**config.mk**
```make
export PLATFORM = sky130hd
export DESIGN_NAME = arp_responder_and_cache_top
export DESIGN_NICKNAME = d
export VERILOG_FILES = /design/src/design/arpc_pkg.sv /design/src/design/arpc_table.sv /design/src/design/arpc_seq.sv /design/src/design/arp_responder_and_cache_top.sv
export SDC_FILE = /design/constraint.sdc
export NUM_CORES = 2
export LEC_CHECK = 0
export BUFFER_PORTS_ARGS = -buffer_cell sky130_fd_sc_hd__buf_2
export CAP_MARGIN = 20
export CORE_MARGIN = 2
export CORE_UTILIZATION = 60
export DETAILED_ROUTE_END_ITERATION = 8
export GPL_ROUTABILITY_DRIVEN = 0
export PLACE_DENSITY = 0.87
export SETUP_SLACK_MARGIN = 0.4
export SLEW_MARGIN = 10
export SYNTH_ARGS = -nofsm -noshare
export SYNTH_HDL_FRONTEND = slang
export SYNTH_SLANG_ARGS = --single-unit
```
**constraint.sdc**
```tcl
create_clock -name aclk -period 23.5 [get_ports aclk]
set_clock_uncertainty 0.15 [all_clocks]
set_input_delay 3.525 -clock aclk [delete_from_list [all_inputs] [get_ports aclk]]
set_output_delay 3.525 -clock aclk [all_outputs]
set_load 0.01 [all_outputs]
```
**src/design/arpc_pkg.sv**
```systemverilog
`default_nettype none
package arpc_pkg;

    localparam logic [1:0] CMD_RECEIVE  = 2'd0;
    localparam logic [1:0] CMD_LOOKUP   = 2'd1;
    localparam logic [1:0] CMD_DISCOVER = 2'd2;

    localparam logic [1:0] SEND_NONE    = 2'd0;
    localparam logic [1:0] SEND_REQUEST = 2'd1;
    localparam logic [1:0] SEND_REPLY   = 2'd2;

    localparam logic [15:0] OP_REQUEST = 16'd1;
    localparam logic [15:0] OP_REPLY   = 16'd2;

    localparam logic [15:0] HTYPE_ETH      = 16'd1;
    localparam logic [15:0] PTYPE_IPV4     = 16'h0800;
    localparam logic [7:0]  HW_ADDR_LEN    = 8'd6;
    localparam logic [7:0]  PROTO_ADDR_LEN = 8'd4;
    localparam logic [47:0] BCAST_MAC      = {6{8'hff}};

    localparam logic REG_OWN_MAC = 1'b0;
    localparam logic REG_OWN_IP  = 1'b1;

    typedef struct packed {
        logic [1:0]  command;
        logic [15:0] hw_type;
        logic [15:0] proto_type;
        logic [7:0]  hw_len;
        logic [7:0]  proto_len;
        logic [15:0] operation;
        logic [47:0] sender_mac;
        logic [31:0] src_ip;
        logic [31:0] tgt_ip;
    } item_t;

    typedef struct packed {
        logic [1:0]  send_kind;
        logic [47:0] dest_mac;
        logic [47:0] out_target_mac;
        logic [31:0] out_tgt_ip;
        logic        found;
        logic [47:0] found_mac;
        logic        learned;
    } result_t;

    typedef struct packed {
        logic        valid;
        logic [31:0] ip;
        logic [47:0] mac;
    } entry_t;

endpackage
`default_nettype wire

```
**src/design/arpc_table.sv**
```systemverilog
`default_nettype none
module arpc_table #(
    parameter int ENTRIES = 16,
    parameter int IDX_W   = 4
) (
    input  wire                    aclk,
    input  wire                    wr_en,
    input  wire [IDX_W-1:0]        wr_addr,
    input  wire arpc_pkg::entry_t  wr_data,
    input  wire [IDX_W-1:0]        rd_addr,
    output arpc_pkg::entry_t       rd_data
);
    import arpc_pkg::*;

    entry_t mem [ENTRIES];
    entry_t rd_data_reg;

    always_ff @(posedge aclk) begin
        if (wr_en) begin
            mem[wr_addr] <= wr_data;
        end
        rd_data_reg <= mem[rd_addr];
    end

    assign rd_data = rd_data_reg;

endmodule
`default_nettype wire

```
**src/design/arpc_seq.sv**
```systemverilog
`default_nettype none
module arpc_seq #(
    parameter int ENTRIES = 16,
    parameter int IDX_W   = 4,
    parameter int CNT_W   = 5
) (
    input  wire                     aclk,
    input  wire                     aresetn,
    input  wire [31:0]              own_ip,
    input  wire                     in_valid,
    output logic                    in_ready,
    input  wire arpc_pkg::item_t    in_item,
    output logic                    out_valid,
    input  wire                     out_ready,
    output arpc_pkg::result_t       out_result,
    output logic                    wr_en,
    output logic [IDX_W-1:0]        wr_addr,
    output arpc_pkg::entry_t        wr_data,
    output logic [IDX_W-1:0]        rd_addr,
    input  wire arpc_pkg::entry_t   rd_data
);
    import arpc_pkg::*;

    typedef enum logic [2:0] {
        ST_CLEAR,
        ST_IDLE,
        ST_SCAN,
        ST_FINISH,
        ST_DONE
    } state_t;

    state_t            state_reg, state_next;
    logic [CNT_W-1:0]  cnt_reg, cnt_next;
    logic              pend_reg, pend_next;
    logic [IDX_W-1:0]  pidx_reg, pidx_next;
    logic              learn_reg, learn_next;
    logic [31:0]       key_reg, key_next;
    logic [47:0]       smac_reg, smac_next;
    logic              hit_reg, hit_next;
    logic [IDX_W-1:0]  hit_idx_reg, hit_idx_next;
    logic [47:0]       hit_mac_reg, hit_mac_next;
    logic              free_reg, free_next;
    logic [IDX_W-1:0]  free_idx_reg, free_idx_next;
    logic [IDX_W-1:0]  ptr_reg, ptr_next;
    result_t           res_reg, res_next;
    result_t           out_reg, out_next;
    logic              m_valid_reg, m_valid_next;
    logic              hdr_ok;
    logic              ip_match;

    assign hdr_ok = (in_item.hw_type == HTYPE_ETH) && (in_item.proto_type == PTYPE_IPV4)
                 && (in_item.hw_len == HW_ADDR_LEN) && (in_item.proto_len == PROTO_ADDR_LEN);

    // shared compare unit for the table scan
    assign ip_match = rd_data.valid && (rd_data.ip == key_reg);

    assign rd_addr = cnt_reg[IDX_W-1:0];

    always_comb begin
        state_next    = state_reg;
        cnt_next      = cnt_reg;
        pend_next     = pend_reg;
        pidx_next     = pidx_reg;
        learn_next    = learn_reg;
        key_next      = key_reg;
        smac_next     = smac_reg;
        hit_next      = hit_reg;
        hit_idx_next  = hit_idx_reg;
        hit_mac_next  = hit_mac_reg;
        free_next     = free_reg;
        free_idx_next = free_idx_reg;
        ptr_next      = ptr_reg;
        res_next      = res_reg;
        out_next      = out_reg;
        m_valid_next  = m_valid_reg && !out_ready;
        wr_en         = 1'b0;
        wr_addr       = cnt_reg[IDX_W-1:0];
        wr_data       = '0;
        in_ready      = 1'b0;
        case (state_reg)
            ST_CLEAR: begin
                wr_en    = 1'b1;
                cnt_next = cnt_reg + 1'b1;
                if (cnt_reg == CNT_W'(ENTRIES - 1)) begin
                    cnt_next   = '0;
                    state_next = ST_IDLE;
                end
            end
            ST_IDLE: begin
                in_ready = 1'b1;
                if (in_valid) begin
                    res_next     = '0;
                    key_next     = in_item.tgt_ip;
                    smac_next    = in_item.sender_mac;
                    learn_next   = 1'b0;
                    cnt_next     = '0;
                    pend_next    = 1'b0;
                    hit_next     = 1'b0;
                    free_next    = 1'b0;
                    state_next   = ST_DONE;
                    case (in_item.command)
                        CMD_RECEIVE: begin
                            if (hdr_ok) begin
                                if (in_item.operation == OP_REQUEST
                                        && in_item.tgt_ip == own_ip) begin
                                    res_next.send_kind      = SEND_REPLY;
                                    res_next.dest_mac       = in_item.sender_mac;
                                    res_next.out_target_mac = in_item.sender_mac;
                                    res_next.out_tgt_ip     = in_item.src_ip;
                                end
                                if (in_item.operation == OP_REPLY) begin
                                    key_next   = in_item.src_ip;
                                    learn_next = 1'b1;
                                    state_next = ST_SCAN;
                                end
                            end
                        end
                        CMD_LOOKUP: begin
                            state_next = ST_SCAN;
                        end
                        CMD_DISCOVER: begin
                            res_next.send_kind  = SEND_REQUEST;
                            res_next.dest_mac   = BCAST_MAC;
                            res_next.out_tgt_ip = in_item.tgt_ip;
                        end
                        default: begin
                            res_next = '0;
                        end
                    endcase
                end
            end
            ST_SCAN: begin
                if (cnt_reg != CNT_W'(ENTRIES)) begin
                    cnt_next  = cnt_reg + 1'b1;
                    pend_next = 1'b1;
                    pidx_next = cnt_reg[IDX_W-1:0];
                end else begin
                    pend_next = 1'b0;
                end
                if (pend_reg) begin
                    if (ip_match && !hit_reg) begin
                        hit_next     = 1'b1;
                        hit_idx_next = pidx_reg;
                        hit_mac_next = rd_data.mac;
                    end
                    if (!rd_data.valid && !free_reg) begin
                        free_next     = 1'b1;
                        free_idx_next = pidx_reg;
                    end
                end
                if (cnt_reg == CNT_W'(ENTRIES) && !pend_reg) begin
                    state_next = ST_FINISH;
                end
            end
            ST_FINISH: begin
                if (learn_reg) begin
                    wr_en         = 1'b1;
                    wr_data.valid = 1'b1;
                    wr_data.ip    = key_reg;
                    wr_data.mac   = smac_reg;
                    if (hit_reg) begin
                        wr_addr = hit_idx_reg;
                    end else if (free_reg) begin
                        wr_addr = free_idx_reg;
                    end else begin
                        wr_addr = ptr_reg;
                        if (ptr_reg == IDX_W'(ENTRIES - 1)) begin
                            ptr_next = '0;
                        end else begin
                            ptr_next = ptr_reg + 1'b1;
                        end
                    end
                    res_next.learned = 1'b1;
                end else begin
                    res_next.found     = hit_reg;
                    res_next.found_mac = hit_reg ? hit_mac_reg : 48'd0;
                end
                state_next = ST_DONE;
            end
            ST_DONE: begin
                if (!m_valid_reg || out_ready) begin
                    out_next     = res_reg;
                    m_valid_next = 1'b1;
                    state_next   = ST_IDLE;
                end
            end
            default: begin
                state_next = ST_IDLE;
            end
        endcase
    end

    always_ff @(posedge aclk) begin
        if (!aresetn) begin
            state_reg   <= ST_CLEAR;
            cnt_reg     <= '0;
            pend_reg    <= 1'b0;
            ptr_reg     <= '0;
            m_valid_reg <= 1'b0;
        end else begin
            state_reg   <= state_next;
            cnt_reg     <= cnt_next;
            pend_reg    <= pend_next;
            ptr_reg     <= ptr_next;
            m_valid_reg <= m_valid_next;
        end
        pidx_reg     <= pidx_next;
        learn_reg    <= learn_next;
        key_reg      <= key_next;
        smac_reg     <= smac_next;
        hit_reg      <= hit_next;
        hit_idx_reg  <= hit_idx_next;
        hit_mac_reg  <= hit_mac_next;
        free_reg     <= free_next;
        free_idx_reg <= free_idx_next;
        res_reg      <= res_next;
        out_reg      <= out_next;
    end

    assign out_valid  = m_valid_reg;
    assign out_result = out_reg;

endmodule
`default_nettype wire

```
**src/design/arp_responder_and_cache_top.sv**
```systemverilog
// flow: receive with a request, discover and malformed packets go from ST_IDLE straight to ST_DONE
// flow: a lookup or a learned reply passes ST_SCAN, ST_FINISH and ST_DONE, paced by the one-entry-a-cycle
//   table scan through a single ip compare and the registered table read port
// throughput: one transaction at a time, the next is taken once the result is in the output register
// reset: aresetn is synchronous and active low; after it a clearing pass over all ENTRIES slots
//   empties the table while the input side is not ready; configuration writes are taken throughout
`default_nettype none
module arp_responder_and_cache_top #(
    parameter int ENTRIES = 16
) (
    input  wire          aclk,
    input  wire          aresetn,
    input  wire          s_tvalid,
    output logic         s_tready,
    // hw_type, proto_type, hw_len, proto_len, operation, sender_mac, src_ip, tgt_ip
    input  wire [175:0]  s_tdata,
    // command
    input  wire [1:0]    s_tuser,
    output logic         m_tvalid,
    input  wire          m_tready,
    // dest_mac, out_target_mac, out_tgt_ip, found, found_mac, learned, zero pad
    output logic [183:0] m_tdata,
    // send_kind
    output logic [1:0]   m_tuser,
    input  wire          cfg_valid,
    output logic         cfg_ready,
    input  wire          cfg_index,
    input  wire [47:0]   cfg_wdata
);
    import arpc_pkg::*;

    localparam int IDX_W = (ENTRIES > 1) ? $clog2(ENTRIES) : 1;
    localparam int CNT_W = $clog2(ENTRIES + 1);

    logic [47:0]      own_mac_reg;
    logic [31:0]      own_ip_reg;
    item_t            item;
    result_t          res;
    logic             wr_en;
    logic [IDX_W-1:0] wr_addr;
    entry_t           wr_data;
    logic [IDX_W-1:0] rd_addr;
    entry_t           rd_data;

    assign cfg_ready = 1'b1;

    always_ff @(posedge aclk) begin
        if (!aresetn) begin
            own_mac_reg <= '0;
            own_ip_reg  <= '0;
        end else if (cfg_valid) begin
            case (cfg_index)
                REG_OWN_MAC: own_mac_reg <= cfg_wdata;
                REG_OWN_IP:  own_ip_reg  <= cfg_wdata[31:0];
                default:     own_ip_reg  <= own_ip_reg;
            endcase
        end
    end

    assign item.command    = s_tuser;
    assign item.hw_type    = s_tdata[15:0];
    assign item.proto_type = s_tdata[31:16];
    assign item.hw_len     = s_tdata[39:32];
    assign item.proto_len  = s_tdata[47:40];
    assign item.operation  = s_tdata[63:48];
    assign item.sender_mac = s_tdata[111:64];
    assign item.src_ip     = s_tdata[143:112];
    assign item.tgt_ip     = s_tdata[175:144];

    arpc_seq #(
        .ENTRIES (ENTRIES),
        .IDX_W   (IDX_W),
        .CNT_W   (CNT_W)
    ) u_seq (
        .aclk       (aclk),
        .aresetn    (aresetn),
        .own_ip     (own_ip_reg),
        .in_valid   (s_tvalid),
        .in_ready   (s_tready),
        .in_item    (item),
        .out_valid  (m_tvalid),
        .out_ready  (m_tready),
        .out_result (res),
        .wr_en      (wr_en),
        .wr_addr    (wr_addr),
        .wr_data    (wr_data),
        .rd_addr    (rd_addr),
        .rd_data    (rd_data)
    );

    arpc_table #(
        .ENTRIES (ENTRIES),
        .IDX_W   (IDX_W)
    ) u_table (
        .aclk    (aclk),
        .wr_en   (wr_en),
        .wr_addr (wr_addr),
        .wr_data (wr_data),
        .rd_addr (rd_addr),
        .rd_data (rd_data)
    );

    assign m_tuser = res.send_kind;
    assign m_tdata = {6'd0, res.learned, res.found_mac, res.found, res.out_tgt_ip,
                      res.out_target_mac, res.dest_mac};

`ifndef SYNTHESIS
    a_one_at_a_time: assert property (@(posedge aclk) disable iff (!aresetn)
        (s_tvalid && s_tready) |=> !s_tready)
        else $error("input taken while a transaction is in flight");

    a_found_or_learned: assert property (@(posedge aclk) disable iff (!aresetn)
        m_tvalid |-> !(res.found && res.learned))
        else $error("lookup hit and learn flagged together");

    a_miss_mac_zero: assert property (@(posedge aclk) disable iff (!aresetn)
        (m_tvalid && !res.found) |-> (res.found_mac == 48'd0))
        else $error("found_mac set without a hit");

    a_request_bcast: assert property (@(posedge aclk) disable iff (!aresetn)
        (m_tvalid && res.send_kind == SEND_REQUEST) |->
            (res.dest_mac == BCAST_MAC && res.out_target_mac == 48'd0))
        else $error("request not broadcast");
`endif

endmodule
`default_nettype wire
```
==> insert_results.sql <==
INSERT INTO impl_metrics (metric_group, metric, value, unit) VALUES
('finish', 'final-seq-area', '56580', 'µm²'),
('sta', 'final.period_utilization', '27.59', '%'),
('synth', 'syn-instance-count', '3217', ''),
('routing', 'ant_nets', '0', ''),
('finish', 'area_growth', '13.90', '%'),
('sta', 'f_max', '154.2', 'MHz'),
('synth', 'synth_ff_type', 'edfxtp_1', ''),
('min_path', 'hold-path-cell-count', '0', ''),
('global_route', 'gr-usage-all-layers', '32.57', '%'),
('finish', 'multi_input_area', '14650', 'µm²'),
('routing', 'drt-vias-per-instance', '6.933', ''),
('cts', 'postCtsSetupRepairBufs', '0', ''),
('die', 'placementRows', '127', ''),
('setup_path', 'crit-reg2reg-launch', 'u_seq.state_reg[0]', ''),
('cts', 'numCtsBuffers', '177', ''),
('cts', 'ctsHoldBuffers', '0', ''),
('sta', 'setup_viol', '0', ''),
('synth', 'synth_async_sr_flop_share', '0', '%'),
('cts', 'h-tree-depth', '4', ''),
('cts', 'cts-root-buf', 'clkbuf_16', ''),
('synth', 'synth_top_area_cell', 'edfxtp_1', ''),
('routing', 'route.detailed.drc', '0', ''),
('place', 'place.detailed.hpwl', '99.91', 'mm'),
('cts', 'clock_tree.buffer_depth', '3', ''),
('sta', 'relSlewSlack', '22.48', '%'),
('setup_path', 'timing.critical_path.arrival', '6.72', 'ns'),
('setup_path', 'critical-path-slowest-cell', 'nor2_4', ''),
('setup_path', 'cp_slowest_stage_delay', '0.87', 'ns'),
('finish', 'post_route_cells_drive_above_1_share', '33.87', '%'),
('routing', 'detail_route.iter0.violations', '6505', ''),
('setup_path', 'cp.required', '23.73', 'ns'),
('global_route', 'grt_overflow_total', '0', ''),
('setup_path', 'worst-path-max-fanout', '52', ''),
('finish', 'final_util', '68.63', '%'),
('setup_path', 'rr_endpoint', 'u_table.mem[3][12]', ''),
('routing', 'routed_wire_length', '197.4', 'mm'),
('synth', 'syn-mean-instance-area', '22.35', 'µm²'),
('die', 'core_area', '119300', 'µm²'),
('die', 'die_area', '122600', 'µm²'),
('sta', 'timing_worst_slew_pin_value', '1.163', 'ns'),
('pwr', 'total_leakage_power', '0.02789', 'µW'),
('die', 'floorplan.initialDensity', '60.25', '%'),
('synth', 'post_synth_main_area_contributors', 'edfxtp_1 75%, mux4_2 13%, dfxtp_1 3.5%', ''),
('sta', 'hold_viol', '0', ''),
('finish', 'final_net_count', '3921', ''),
('die', 'ios', '421', ''),
('pwr', 'pwr_density_cell', '88.08', 'nW/µm²'),
('global_route', 'via_count_of_the_first_global_routing_pass', '38720', ''),
('die', 'dieWidth', '350.2', 'µm'),
('min_path', 'worst_hold_startpoint', 'u_table.rd_data[26]', ''),
('global_route', 'grt_start_max_net_pins', '148', ''),
('cts', 'clock_sink_count', '1926', ''),
('setup_path', 'worst_r2r_path_depth', '10', ''),
('die', 'chipHeight', '350.2', 'µm'),
('setup_path', 'timing.reg2reg.setup_slack', '17.02', 'ns'),
('routing', 'routedWlPerCell', '36.17', 'µm'),
('sta', 'rsz0062_at_grt', 'false', ''),
('finish', 'n_fill_cell', '6524', ''),
('routing', 'first_pass_iters', '5', ''),
('global_route', 'grt_first_pass_wirelength', '279.4', 'mm'),
('place', 'portBuffers', '397', ''),
('setup_path', 'worst-setup-path-type', 'reg2reg', ''),
('global_route', 'antenna_found_initial', '18', ''),
('setup_path', 'crit_path_cell_trace', 'nor2b_1 > nand3_1 > inv_2 > buf_4 > buf_4 > mux2i_1 > nand2_1 > nor2_4 > buf_4 > buf_4', ''),
('sta', 'final_max_slew_viol_count', '0', ''),
('outcome', 'outcome', 'finished clean', ''),
('synth', 'ys_seq_elements', '1926', ''),
('sta', 'final.setup.tns', '0', 'ns'),
('sta', 'final.hold.worst_slack', '0.2570', 'ns'),
('setup_path', 'setup.worst_path.end_class', 'flip-flop', ''),
('cts', 'postCtsResizedCells', '0', '');
==> per-stage QoR <==
stage / setup slack (ns) / power (µW) / cells / area [µm²]
finish: 17.02 / 7214 / 5457 / 81900
global route: 16.99 / 7347 / 5455 / 81890
CTS: 16.98 / 7220 / 5446 / 81800
detailed placement: 16.46 / 4239 / 5113 / 75810
global placement: 16.46 / 4214 / 5113 / 75810
floorplan: 1.703 / 4111 / 3222 / 71920
==> cell families (layout without fill, tap and decap cells) <==
kind of cell / Yosys count / in the layout / synth area share (%)
AOI/OAI and AO/OA: 141 / 141 / 1.655
xor gates and xnor gates: 67 / 67 / 0.8161
adders and majority gates: 5 / 5 / 0.08701
buffers and inverters: 194 / 810 / 1.208
DFF: 1926 / 1926 / 78.67
muxes: 446 / 446 / 13.46
other: 2 / 14 / 0.01044
and+or+nand+nor: 436 / 436 / 4.091
==> worst max path at each step <==
stage,from,to,slack (ns)
CTS,u_seq.state_reg[0],u_table.mem[10][24],16.98
global route,u_seq.state_reg[0],u_table.mem[3][21],16.99
detailed placement,s_tdata[57],u_seq.key_reg[12],16.46
floorplan,m_tready,u_seq.out_result[0],1.70
global placement,s_tdata[57],u_seq.key_reg[11],16.46
finish,u_seq.state_reg[0],u_table.mem[3][12],17.02
==> where the power goes <==
| group | switching [µW] | leakage (µW) | total (µW) | internal (µW) |
|---|---|---|---|---|
| registers | 54.0 | 0.0187 | 3850 | 3800 |
| clock network | 1300 | 0.00294 | 3020 | 1720 |
| logic | 188 | 0.00624 | 338 | 150 |
| total | 1540 | 0.0279 | 7210 | 5670 |
==> cell usage after synthesis (3+ instances only) <==
cell and count:
nor2b_1 8, mux2_2 3, dfxtp_1 127, mux4_2 405, xnor2_1 28, xor2_1 39, o21ai_0 9, o21ba_2 46
a31oi_1 4, clkbuf_1 113, a21boi_0 33, a22o_1 32, mux2_4 29, nor2_1 25, edfxtp_1 1799, nand4_1 64
a21oi_1 4, nor4_1 31, and2_1 131, nor3_1 5, buf_6 4, buf_12 3, ha_1 5, nor4_2 31
nand3_1 8, nor4_4 18, buf_4 13, nand2_1 87, nor4b_1 8, inv_1 11, buf_1 39, nand2b_1 5
o211ai_1 3, or2_2 3, buf_2 10, mux2i_1 9
==> cell usage in the layout (no fill, tap or decap), drive strengths merged, types with 9 or more instances in the layout <==
master,instances
clkbuf,265
and2,131
dfxtp,127
edfxtp,1799
inv,24
o21ai,9
bufinv,20
a22o,32
mux2,32
nor4,80
clkinv,36
nand2,87
mux2i,9
mux4,405
o21ba,48
buf,465
nor2,25
nand4,64
nor4b,9
xor2,39
a21boi,33
xnor2,28
==> cell type report <==
cell class,count,share of cell area (%)
Sequential cell,1926,69.09
Antenna cell,7,0.02139
Clock inverter,68,1.108
Tap cell,1612,2.463
Inverter,12,0.06417
Multi-Input combinational cell,1102,17.89
Timing Repair Buffer,465,3.159
Clock buffer,265,6.207
==> per-layer routing <==
metal  up-vias  GRT usage [%]  share of wire [%]
met4        22          17.69                6.2
met5         -              0              0.070
met2      3628          53.24                 50
met3       775          8.053                 12
li1      14230              -                  -
met1     19180          40.51                 32
==> worst max-delay path, delay by kind of cell, from the launching register on <==
kind                   cells  cell delay (ns)
and+or+nand+nor            4             1.92
muxes                      1             0.46
DFF                        1             0.52
buffers and inverters      5             2.96
(Power assumes the default switching activity.)
